<file path="src/eks_pkg.sv">
// ----------------------------------------------------------------------------
// eks_pkg
// Shared types and constants of the encoder and keypad setpoint entry block.
// ----------------------------------------------------------------------------
package eks_pkg;

  // message kinds
  typedef enum logic [1:0] {
    KIND_DISPLAY = 2'd0,
    KIND_REF     = 2'd1,
    KIND_UI      = 2'd2
  } kind_e;

  // ui message codes
  typedef enum logic [2:0] {
    UI_TYPING    = 3'd0,
    UI_FINE      = 3'd1,
    UI_SENT      = 3'd2,
    UI_STREAMING = 3'd3,
    UI_RESET     = 3'd4
  } ui_e;

  // input item kinds
  localparam logic ACT_ENCODER = 1'b0;
  localparam logic ACT_KEY     = 1'b1;

  // key codes
  localparam logic [3:0] KEY_SEND_BOTH  = 4'd0;
  localparam logic [3:0] KEY_PAN        = 4'd1;
  localparam logic [3:0] KEY_TILT       = 4'd2;
  localparam logic [3:0] KEY_STREAM_OFF = 4'd3;
  localparam logic [3:0] KEY_RESET      = 4'd9;
  localparam logic [3:0] KEY_STAR       = 4'd10;
  localparam logic [3:0] KEY_HASH       = 4'd11;

  // controller targets
  localparam logic [1:0] TGT_NONE = 2'd0;

  localparam logic [7:0] TYPING_DONE = 8'd17;
  localparam int unsigned COARSE_STEP = 10;

  // widths of the stream buses
  localparam int unsigned IN_TDATA_W  = 8;
  localparam int unsigned OUT_TDATA_W = 48;

  // records held between the front and the back
  localparam int unsigned MAX_MSGS    = 3;
  localparam int unsigned QUEUE_DEPTH = 2;
  localparam int unsigned QPTR_W      = (QUEUE_DEPTH > 1) ? $clog2(QUEUE_DEPTH) : 1;
  localparam int unsigned QCNT_W      = $clog2(QUEUE_DEPTH + 1);

  typedef struct packed {
    kind_e              kind;
    logic [1:0]         target;
    ui_e                ui_code;
    logic [7:0]         ui_data;
    logic signed [31:0] value;
  } msg_t;

  // a group of messages caused by one input item
  typedef struct packed {
    logic [1:0]                 cnt;
    msg_t [MAX_MSGS-1:0]        msg;
  } rec_t;

  // head of the queue as seen by the back
  typedef struct packed {
    logic valid;
    rec_t rec;
  } head_t;

endpackage

</file>
<file path="src/eks_front.sv">
// ----------------------------------------------------------------------------
// eks_front
// Takes input items, updates the setpoint state and builds the group of
// messages that each item causes.
// ----------------------------------------------------------------------------
module eks_front (
  input  logic               clk_i,
  input  logic               rst_ni,
  input  logic               in_valid_i,
  output logic               in_ready_o,
  input  logic               action_i,
  input  logic               pin_a_i,
  input  logic               pin_b_i,
  input  logic               pin_push_i,
  input  logic [3:0]         key_code_i,
  input  logic               key_is_push_i,
  input  logic               q_full_i,
  output logic               push_o,
  output eks_pkg::rec_t      rec_o
);
  import eks_pkg::*;

  logic signed [31:0] sp_q, sp_d;
  logic               prev_a_q, prev_a_d;
  logic               prev_push_q, prev_push_d;
  logic               coarse_q, coarse_d;
  logic [1:0]         stream_q, stream_d;
  logic               typing_q, typing_d;
  logic               neg_q, neg_d;
  logic [7:0]         count_q, count_d;

  logic               accept;
  logic signed [32:0] step;
  logic signed [32:0] step_sum;
  logic signed [31:0] sp_step;
  logic signed [35:0] times_ten;
  logic signed [35:0] digit_sum;
  logic signed [31:0] sp_digit;
  logic [1:0]         n;
  rec_t               rec;

  localparam logic signed [35:0] S32_MAX = 36'sh0_7FFF_FFFF;
  localparam logic signed [35:0] S32_MIN = -36'sh0_8000_0000;

  function automatic msg_t mk_show(logic signed [31:0] v);
    msg_t m;
    m = '0;
    m.kind  = KIND_DISPLAY;
    m.value = v;
    return m;
  endfunction

  function automatic msg_t mk_ref(logic [1:0] tgt, logic signed [31:0] v);
    msg_t m;
    m = '0;
    m.kind   = KIND_REF;
    m.target = tgt;
    m.value  = v;
    return m;
  endfunction

  function automatic msg_t mk_ui(ui_e code, logic [7:0] data);
    msg_t m;
    m = '0;
    m.kind    = KIND_UI;
    m.ui_code = code;
    m.ui_data = data;
    return m;
  endfunction

  function automatic logic signed [31:0] clamp36(logic signed [35:0] v);
    if (v > S32_MAX) begin
      return 32'sh7FFF_FFFF;
    end else if (v < S32_MIN) begin
      return -32'sh8000_0000;
    end
    return v[31:0];
  endfunction

  assign in_ready_o = !q_full_i;
  assign accept     = in_valid_i && in_ready_o;

  // encoder step, saturating
  always_comb begin
    step     = coarse_q ? 33'(COARSE_STEP) : 33'sd1;
    step_sum = (pin_a_i != pin_b_i) ? ({sp_q[31], sp_q} + step)
                                    : ({sp_q[31], sp_q} - step);
    sp_step  = clamp36(36'(step_sum));
  end

  // digit entry: value times ten plus or minus the digit, saturating
  always_comb begin
    times_ten = (36'(sp_q) <<< 3) + (36'(sp_q) <<< 1);
    digit_sum = neg_q ? (times_ten - 36'(key_code_i)) : (times_ten + 36'(key_code_i));
    sp_digit  = clamp36(digit_sum);
  end

  // classify the item, next state and message group
  always_comb begin
    sp_d        = sp_q;
    prev_a_d    = prev_a_q;
    prev_push_d = prev_push_q;
    coarse_d    = coarse_q;
    stream_d    = stream_q;
    typing_d    = typing_q;
    neg_d       = neg_q;
    count_d     = count_q;
    rec         = '0;
    n           = 2'd0;

    if (action_i == ACT_ENCODER) begin
      if (!typing_q) begin
        if (pin_a_i != prev_a_q) begin
          sp_d     = sp_step;
          prev_a_d = pin_a_i;
          if (stream_q != TGT_NONE) begin
            rec.msg[n] = mk_ref(stream_q, sp_step);
            n = n + 2'd1;
          end
          rec.msg[n] = mk_show(sp_step);
          n = n + 2'd1;
        end
        if (pin_push_i && !prev_push_q) begin
          coarse_d   = !coarse_q;
          rec.msg[n] = mk_ui(UI_FINE, {7'd0, coarse_q});
          n = n + 2'd1;
        end
        prev_push_d = pin_push_i;
      end
    end else if (typing_q) begin
      if (key_code_i != KEY_HASH) begin
        rec.msg[n] = mk_ui(UI_TYPING, count_q);
        n = n + 2'd1;
        count_d = count_q + 8'd1;
      end
      if (key_code_i <= KEY_RESET) begin
        sp_d = sp_digit;
      end else if (key_code_i == KEY_STAR) begin
        typing_d   = 1'b0;
        rec.msg[n] = mk_ui(UI_TYPING, TYPING_DONE);
        n = n + 2'd1;
      end else if (key_code_i == KEY_HASH) begin
        neg_d = !neg_q;
      end
      rec.msg[n] = mk_show(sp_d);
      n = n + 2'd1;
    end else begin
      unique case (key_code_i)
        KEY_HASH: begin
          sp_d       = '0;
          rec.msg[0] = mk_show('0);
          n          = 2'd1;
        end
        KEY_PAN, KEY_TILT: begin
          if (key_is_push_i) begin
            sp_d       = '0;
            rec.msg[0] = mk_ref(key_code_i[1:0], sp_q);
            rec.msg[1] = mk_show('0);
            rec.msg[2] = mk_ui(UI_SENT, {4'd0, key_code_i});
            n          = 2'd3;
          end else begin
            stream_d   = key_code_i[1:0];
            rec.msg[0] = mk_ui(UI_STREAMING, {4'd0, key_code_i});
            n          = 2'd1;
          end
        end
        KEY_STREAM_OFF: begin
          stream_d   = TGT_NONE;
          rec.msg[0] = mk_show(sp_q);
          rec.msg[1] = mk_ui(UI_STREAMING, 8'd0);
          n          = 2'd2;
        end
        KEY_RESET: begin
          rec.msg[0] = mk_ui(UI_RESET, 8'd0);
          n          = 2'd1;
        end
        KEY_SEND_BOTH: begin
          rec.msg[0] = mk_ref(TGT_NONE, sp_q);
          n          = 2'd1;
        end
        KEY_STAR: begin
          sp_d       = '0;
          typing_d   = 1'b1;
          neg_d      = 1'b0;
          count_d    = 8'd1;
          rec.msg[0] = mk_show('0);
          rec.msg[1] = mk_ui(UI_TYPING, 8'd0);
          rec.msg[2] = mk_ui(UI_TYPING, 8'd0);
          n          = 2'd3;
        end
        default: begin
        end
      endcase
    end
    rec.cnt = n;
  end

  assign push_o = accept && (n != 2'd0);
  assign rec_o  = rec;

  // setpoint state
  always_ff @(posedge clk_i or negedge rst_ni) begin
    if (!rst_ni) begin
      sp_q        <= '0;
      prev_a_q    <= 1'b0;
      prev_push_q <= 1'b0;
      coarse_q    <= 1'b0;
      stream_q    <= TGT_NONE;
      typing_q    <= 1'b0;
      neg_q       <= 1'b0;
      count_q     <= 8'd1;
    end else if (accept) begin
      sp_q        <= sp_d;
      prev_a_q    <= prev_a_d;
      prev_push_q <= prev_push_d;
      coarse_q    <= coarse_d;
      stream_q    <= stream_d;
      typing_q    <= typing_d;
      neg_q       <= neg_d;
      count_q     <= count_d;
    end
  end

endmodule

</file>
<file path="src/eks_queue.sv">
// ----------------------------------------------------------------------------
// eks_queue
// Short queue of message groups between the front and the back.
// ----------------------------------------------------------------------------
module eks_queue (
  input  logic           clk_i,
  input  logic           rst_ni,
  input  logic           push_i,
  input  eks_pkg::rec_t  rec_i,
  output logic           full_o,
  input  logic           pop_i,
  output eks_pkg::head_t head_o
);
  import eks_pkg::*;

  rec_t                entry_q [QUEUE_DEPTH];
  logic [QPTR_W-1:0]   wr_q, rd_q;
  logic [QCNT_W-1:0]   cnt_q;

  function automatic logic [QPTR_W-1:0] next_ptr(logic [QPTR_W-1:0] p);
    if (p == QPTR_W'(QUEUE_DEPTH - 1)) begin
      return '0;
    end
    return p + QPTR_W'(1);
  endfunction

  assign full_o          = (cnt_q == QCNT_W'(QUEUE_DEPTH));
  assign head_o.valid    = (cnt_q != '0);
  assign head_o.rec      = entry_q[rd_q];

  // storage
  always_ff @(posedge clk_i) begin
    if (push_i) begin
      entry_q[wr_q] <= rec_i;
    end
  end

  // pointers and fill count
  always_ff @(posedge clk_i or negedge rst_ni) begin
    if (!rst_ni) begin
      wr_q  <= '0;
      rd_q  <= '0;
      cnt_q <= '0;
    end else begin
      if (push_i) begin
        wr_q <= next_ptr(wr_q);
      end
      if (pop_i) begin
        rd_q <= next_ptr(rd_q);
      end
      if (push_i && !pop_i) begin
        cnt_q <= cnt_q + QCNT_W'(1);
      end else if (pop_i && !push_i) begin
        cnt_q <= cnt_q - QCNT_W'(1);
      end
    end
  end

endmodule

</file>
<file path="src/eks_back.sv">
// ----------------------------------------------------------------------------
// eks_back
// Sends the messages of each queued group one by one through an output
// register, marking the last one of the group.
// ----------------------------------------------------------------------------
module eks_back (
  input  logic           clk_i,
  input  logic           rst_ni,
  input  eks_pkg::head_t head_i,
  output logic           pop_o,
  output logic           out_valid_o,
  input  logic           out_ready_i,
  output eks_pkg::msg_t  out_msg_o,
  output logic           out_last_o
);
  import eks_pkg::*;

  logic [1:0] slot_q;
  logic       out_valid_q;
  msg_t       out_msg_q;
  logic       out_last_q;
  logic       load;
  logic       is_last;

  assign load    = head_i.valid && (!out_valid_q || out_ready_i);
  assign is_last = (slot_q == (head_i.rec.cnt - 2'd1));
  assign pop_o   = load && is_last;

  // slot counter and output valid
  always_ff @(posedge clk_i or negedge rst_ni) begin
    if (!rst_ni) begin
      slot_q      <= '0;
      out_valid_q <= 1'b0;
    end else begin
      if (load) begin
        slot_q      <= is_last ? 2'd0 : slot_q + 2'd1;
        out_valid_q <= 1'b1;
      end else if (out_ready_i) begin
        out_valid_q <= 1'b0;
      end
    end
  end

  // output payload
  always_ff @(posedge clk_i) begin
    if (load) begin
      out_msg_q  <= head_i.rec.msg[slot_q];
      out_last_q <= is_last;
    end
  end

  assign out_valid_o = out_valid_q;
  assign out_msg_o   = out_msg_q;
  assign out_last_o  = out_last_q;

endmodule

</file>
<file path="src/encoder_keypad_setpoint_entry.sv">
// ----------------------------------------------------------------------------
// encoder_keypad_setpoint_entry
// Setpoint entry from encoder pin samples and keypad events, with display,
// controller reference and ui messages as results.
//
//  channel  dir  tvalid/tready  tdata                          tuser     tlast
//  s_axis   in   request        a, b, push, key[3:0], is_push  action    -
//  m_axis   out  request        target, ui_code, ui_data, val  msg_kind  last
//
// The front takes one item per cycle and updates the setpoint in that cycle.
// An item causes zero to three messages; the back sends one message per
// cycle from a two-group queue while the receiver is ready. The front
// stalls only while the queue is full.
// Reset clears the control state; no clearing pass is needed.
// ----------------------------------------------------------------------------
module encoder_keypad_setpoint_entry (
  input  logic                            clk_i,
  input  logic                            rst_ni,
  input  logic                            s_axis_tvalid_i,
  output logic                            s_axis_tready_o,
  // pin_a, pin_b, pin_push, key_code[3:0], key_is_push
  input  logic [eks_pkg::IN_TDATA_W-1:0]  s_axis_tdata_i,
  // action
  input  logic                            s_axis_tuser_i,
  output logic                            m_axis_tvalid_o,
  input  logic                            m_axis_tready_i,
  // target[1:0], ui_code[2:0], ui_data[7:0], value_out[31:0], zero pad
  output logic [eks_pkg::OUT_TDATA_W-1:0] m_axis_tdata_o,
  // msg_kind[1:0]
  output logic [1:0]                      m_axis_tuser_o,
  output logic                            m_axis_tlast_o
);
  import eks_pkg::*;

  logic  push;
  logic  full;
  logic  pop;
  rec_t  rec;
  head_t head;
  msg_t  out_msg;

  eks_front u_front (
    .clk_i         (clk_i),
    .rst_ni        (rst_ni),
    .in_valid_i    (s_axis_tvalid_i),
    .in_ready_o    (s_axis_tready_o),
    .action_i      (s_axis_tuser_i),
    .pin_a_i       (s_axis_tdata_i[0]),
    .pin_b_i       (s_axis_tdata_i[1]),
    .pin_push_i    (s_axis_tdata_i[2]),
    .key_code_i    (s_axis_tdata_i[6:3]),
    .key_is_push_i (s_axis_tdata_i[7]),
    .q_full_i      (full),
    .push_o        (push),
    .rec_o         (rec)
  );

  eks_queue u_queue (
    .clk_i  (clk_i),
    .rst_ni (rst_ni),
    .push_i (push),
    .rec_i  (rec),
    .full_o (full),
    .pop_i  (pop),
    .head_o (head)
  );

  eks_back u_back (
    .clk_i       (clk_i),
    .rst_ni      (rst_ni),
    .head_i      (head),
    .pop_o       (pop),
    .out_valid_o (m_axis_tvalid_o),
    .out_ready_i (m_axis_tready_i),
    .out_msg_o   (out_msg),
    .out_last_o  (m_axis_tlast_o)
  );

  // result bus packing
  assign m_axis_tuser_o = out_msg.kind;
  assign m_axis_tdata_o = {3'd0, out_msg.value, out_msg.ui_data, out_msg.ui_code,
                           out_msg.target};

endmodule

</file>
<file path="config.mk">
export PLATFORM = sky130hd
export DESIGN_NAME = encoder_keypad_setpoint_entry
export DESIGN_NICKNAME = d
export VERILOG_FILES = /design/src/eks_pkg.sv /design/src/eks_front.sv /design/src/eks_queue.sv /design/src/eks_back.sv /design/src/encoder_keypad_setpoint_entry.sv
export SDC_FILE = /design/constraint.sdc
export NUM_CORES = 1
export LEC_CHECK = 0
export ABC_AREA = 1
export BUFFER_PORTS_ARGS = -buffer_cell sky130_fd_sc_hd__buf_2
export CAP_MARGIN = 20
export CORE_MARGIN = 3
export CORE_UTILIZATION = 35
export DETAILED_ROUTE_END_ITERATION = 16
export GPL_TIMING_DRIVEN = 1
export SYNTH_ARGS = -nofsm -noshare
export SYNTH_HDL_FRONTEND = slang
export SYNTH_SLANG_ARGS = --single-unit
export TNS_END_PERCENT = 10
</file>
<file path="constraint.sdc">
create_clock -name clk_i -period 22.2 [get_ports clk_i]
set_clock_uncertainty 0.2 [all_clocks]
set_input_delay 3.33 -clock clk_i [delete_from_list [all_inputs] [get_ports clk_i]]
set_output_delay 3.33 -clock clk_i [all_outputs]
set_load 0.02 [all_outputs]
</file>
==> flow_summary_export.csv <==
group,metric,value,unit
outcome,status,"complete, no violations",
place,placed_area,23820,um2
synthesis,synth_edf_count,298,
floorplanning,die_h,260.5,um
clock_tree,htree_levels,2,
clock_tree,cts_tree,"yes",
timing,rsz0062_at_grt,"no",
timing,fmax,126.3,MHz
floorplanning,core_area,63540,um2
setup_path,cp.required,22140,ps
layout,syn_to_final_growth,10.05,%
synthesis,synth_largest_area_cell,"edfxtp_1",
setup_path,end_kind,"flip-flop",
layout,final_area,24940,um2
place,place_inst,3503,
timing,worst_slew_pin_slew,1067,ps
setup_path,cp_num_buf_inv,5,
setup_path,arrival,7860,ps
setup_path,path_cells,"buf_2 > nor2_1 > nor2_1 > inv_2 > nor2_1 > inv_1 > ha_1 > o221ai_1 > o21ai_0 > nor2_4 > buf_4 > buf_4",
synthesis,yosysWarnings,0,
timing,min_period,7919,ps
setup_path,path_max_fanout,66,
clock_tree,cts_setup_buffers,0,
run,cap_violations,0,
synthesis,synth-seq-area-share,0.4546,
synthesis,synth_cell_type_count,58,
clock_tree,cts.hold.buffers_added,0,
clock_tree,cts_root_buffer,"clkbuf_16",
synthesis,syn_inst,2672,
setup_path,cp_slowest_cell,"buf_4",
synthesis,synth_seq_cells,352,
setup_path,worstSetupPathType,"in -> reg",
floorplanning,die_w,260.5,um
floorplanning,floorplan.initialDensity,0.3566,
setup_path,crit_family,"buffers and inverters",
place,place_hpwl,45390,um
clock_tree,clkTransAtPathRegs,60,ps
layout,drive_gt1_frac,0.1346,
clock_tree,cts_buffer_depth,3,
layout,stdcell_count,3566,
synthesis,syn-mean-instance-area,8.481,um2
floorplanning,ios,66,
timing,setup_tns,0,ps
synthesis,ys.flop_type,"edfxtp_1",
layout,nets,2789,
global_route,grt_pass1_vias,17530,
route,ant_nets,0,
route,wl,63000,um
timing,finalWorstSetupSlack,14280,ps
route,vias_per_cell,5.166,
route,vias,18420,
synthesis,yosys-top-cells-area,"edfxtp_1 (39%), nand2_1 (8.0%), dfrtp_1 (5.9%)",
global_route,antenna_found_initial,0,
synthesis,netlist_area,22660,um2
route,dr.pass1.iters,6,
clock_tree,numCtsBuffers,34,
place,gp_congestion,0.9371,
place,place_ws,13710,ps
floorplanning,die_area,67840,um2
route,drcViolationCount,0,
global_route,grt_pass1_wl,98930,um
clock_tree,worst_skew_pair.late_latency,530,ps
setup_path,crit_top_cell,"nor2_1",
clock_tree,clkSinkCount,352,
synthesis,async_flop_share,0.1534,
timing,slew_headroom,0.2888,
global_route,grt_usage,0.1839,
synthesis,yosys.area.top_type_share,0.3949,
route,drtIter0Drc,1651,
clock_tree,cts_resized,0,
timing,hold_viol,0,
place,io_buffer_count,62,
layout,n_antenna_cell,0,
timing,period_share,0.3567,
timing,setup_viol,0,
setup_path,slowest_delay,790,ps
global_route,grt_max_degree,102,
floorplanning,rows,92,
global_route,grt-ovfl-total,0,
route,wl_per_cell,17.67,um
min_path,min_path_type,"reg -> reg",
timing,maxSlewViolCount,0,
setup_path,startpoint_type,"input pin",
## flip-flops by register name, summed over array words and instances (netlist names)
name	flops
u_front.neg_q	1
u_front.sp_q	32
u_front.stream_q	2
u_back.out_valid_o	1
u_back.out_last_o	1
u_front.count_q	8
u_queue.wr_q	1
u_queue.entry_q	250
u_queue.cnt_q	2
u_queue.rd_q	1
u_back.out_msg_o	47
u_front.prev_a_q	1
u_front.typing_q	1
u_back.slot_q	2
u_front.coarse_q	1
u_front.prev_push_q	1
## synthesized netlist by cell type, types with 3 or more instances
| cell type | number |
|---|---|
| xnor2_1 | 16 |
| o21ai_2 | 29 |
| inv_2 | 13 |
| buf_12 | 3 |
| o21a_1 | 11 |
| buf_1 | 9 |
| nor4_1 | 5 |
| a31oi_1 | 6 |
| o211ai_1 | 5 |
| o31ai_1 | 7 |
| nor3_1 | 29 |
| nand2_1 | 484 |
| nand4_1 | 17 |
| nor2_2 | 15 |
| fa_1 | 4 |
| edfxtp_1 | 298 |
| nand3b_1 | 3 |
| clkinv_1 | 3 |
| a21boi_0 | 3 |
| clkbuf_1 | 82 |
| o21bai_1 | 6 |
| o221ai_1 | 22 |
| nand2_2 | 37 |
| nand3_4 | 30 |
| dfrtp_1 | 53 |
| nor2_1 | 343 |
| o22ai_1 | 25 |
| inv_1 | 287 |
| buf_2 | 6 |
| a221oi_1 | 5 |
| nor2_4 | 5 |
| o21ai_0 | 263 |
| xor2_1 | 52 |
| a21oi_1 | 88 |
| buf_4 | 6 |
| ha_1 | 78 |
| a21oi_2 | 32 |
| nand3_1 | 219 |
| nand3_2 | 15 |
| o21ai_1 | 6 |
| o21bai_2 | 29 |
| nand2_4 | 3 |
## layout make-up
type	instances	area (um2)
Inverter	303	1139
Sequential cell	352	10300
Tap cell	846	1059
Timing Repair Buffer	86	510.5
Clock inverter	20	177.7
Clock buffer	42	912.1
Multi-Input combinational cell	1917	10840
Fill cell	6380	38600
## layer usage
metal / GRT usage / vias up / wire (um) / share of wire
met5: 0 / - / 0 / 0
met3: 0.02251 / 88 / 4527 / 0.072
met1: 0.2611 / 8639 / 28910 / 0.46
li1: - / 9129 / - / -
met4: 0.05094 / 0 / 1603 / 0.025
met2: 0.2958 / 567 / 27960 / 0.44
## final timing paths
kind | from | to | slack, ps | depth (start not counted)
setup reg to reg | u_front.sp_q[0] | u_queue.entry_q[0][74] | 16960 | 27
max in group asynchronous | rst_ni | u_queue.rd_q | 18420 | 2
hold / removal | u_front.coarse_q | u_front.coarse_q | 280 | 1
hold reg to reg | u_front.coarse_q | u_front.coarse_q | 280 | 1
min in group asynchronous | rst_ni | u_back.out_valid_o | 2780 | 2
setup / recovery | s_axis_tdata_i[4] | u_queue.entry_q[1][73] | 14280 | 12
## worst register-to-register path, cell delays in order, from the launching register on
cell	delay, ps
dfrtp_1	560
ha_1	350
inv_1	80
fa_1	380
inv_1	160
nand3_1	150
nand2_2	140
nand2_2	90
nand2_4	100
nand2_1	70
nand2_1	90
nand2_1	100
nand2_1	90
nand2_1	50
nand2_1	90
nand2_1	90
nor2_1	220
nand3_1	100
nor2_1	180
nand3_1	140
nand2_1	100
nand2_1	50
nand2_1	190
inv_2	100
nand2_2	500
nand3_1	280
nand3_4	210
o21ai_1	100
## cells in the final DEF, fill, tap and decap left out, drive strengths merged, types with 2 or more instances in the layout
cell,instances
bufinv,2
nand3,264
o21a,11
o221ai,22
a21oi,121
nand3b,3
o22ai,25
o21bai,35
nor3,31
inv,302
clkinv,18
xor2,52
o21ai,298
fa,4
nor4,5
dfrtp,53
a31oi,6
nand2,525
o211ai,5
xnor2,16
nor2,363
a221oi,5
nand4,18
a21boi,3
edfxtp,298
a32oi,2
clkbuf,42
ha,78
o31ai,7
nor3b,2
conb,7
a21o,2
buf,86
## cell families after synthesis
logic type,after synthesis,share of synthesized area
simple gates,1213,0.2505
xor+xnor,68,0.02628
buf+inv,409,0.07122
fa+ha+maj,82,0.04660
mux,2,0.0009386
compound gates,545,0.1497
other cells,1,0.0001655
flops,352,0.4546
## per-stage QoR
stage | hold WS, ps | utilization
2_1_floorplan | 241.6 | -
3_3_place_gp | 257.9 | 0.3749
3_5_place_dp | 267.9 | 0.3749
4_1_cts | 278.2 | 0.3921
5_1_grt | 289.4 | 0.3925
6_report | 281.7 | 0.3925
Power is not shown: default switching activity piles up to over one toggle a cycle in this logic, so the estimate is an artifact.
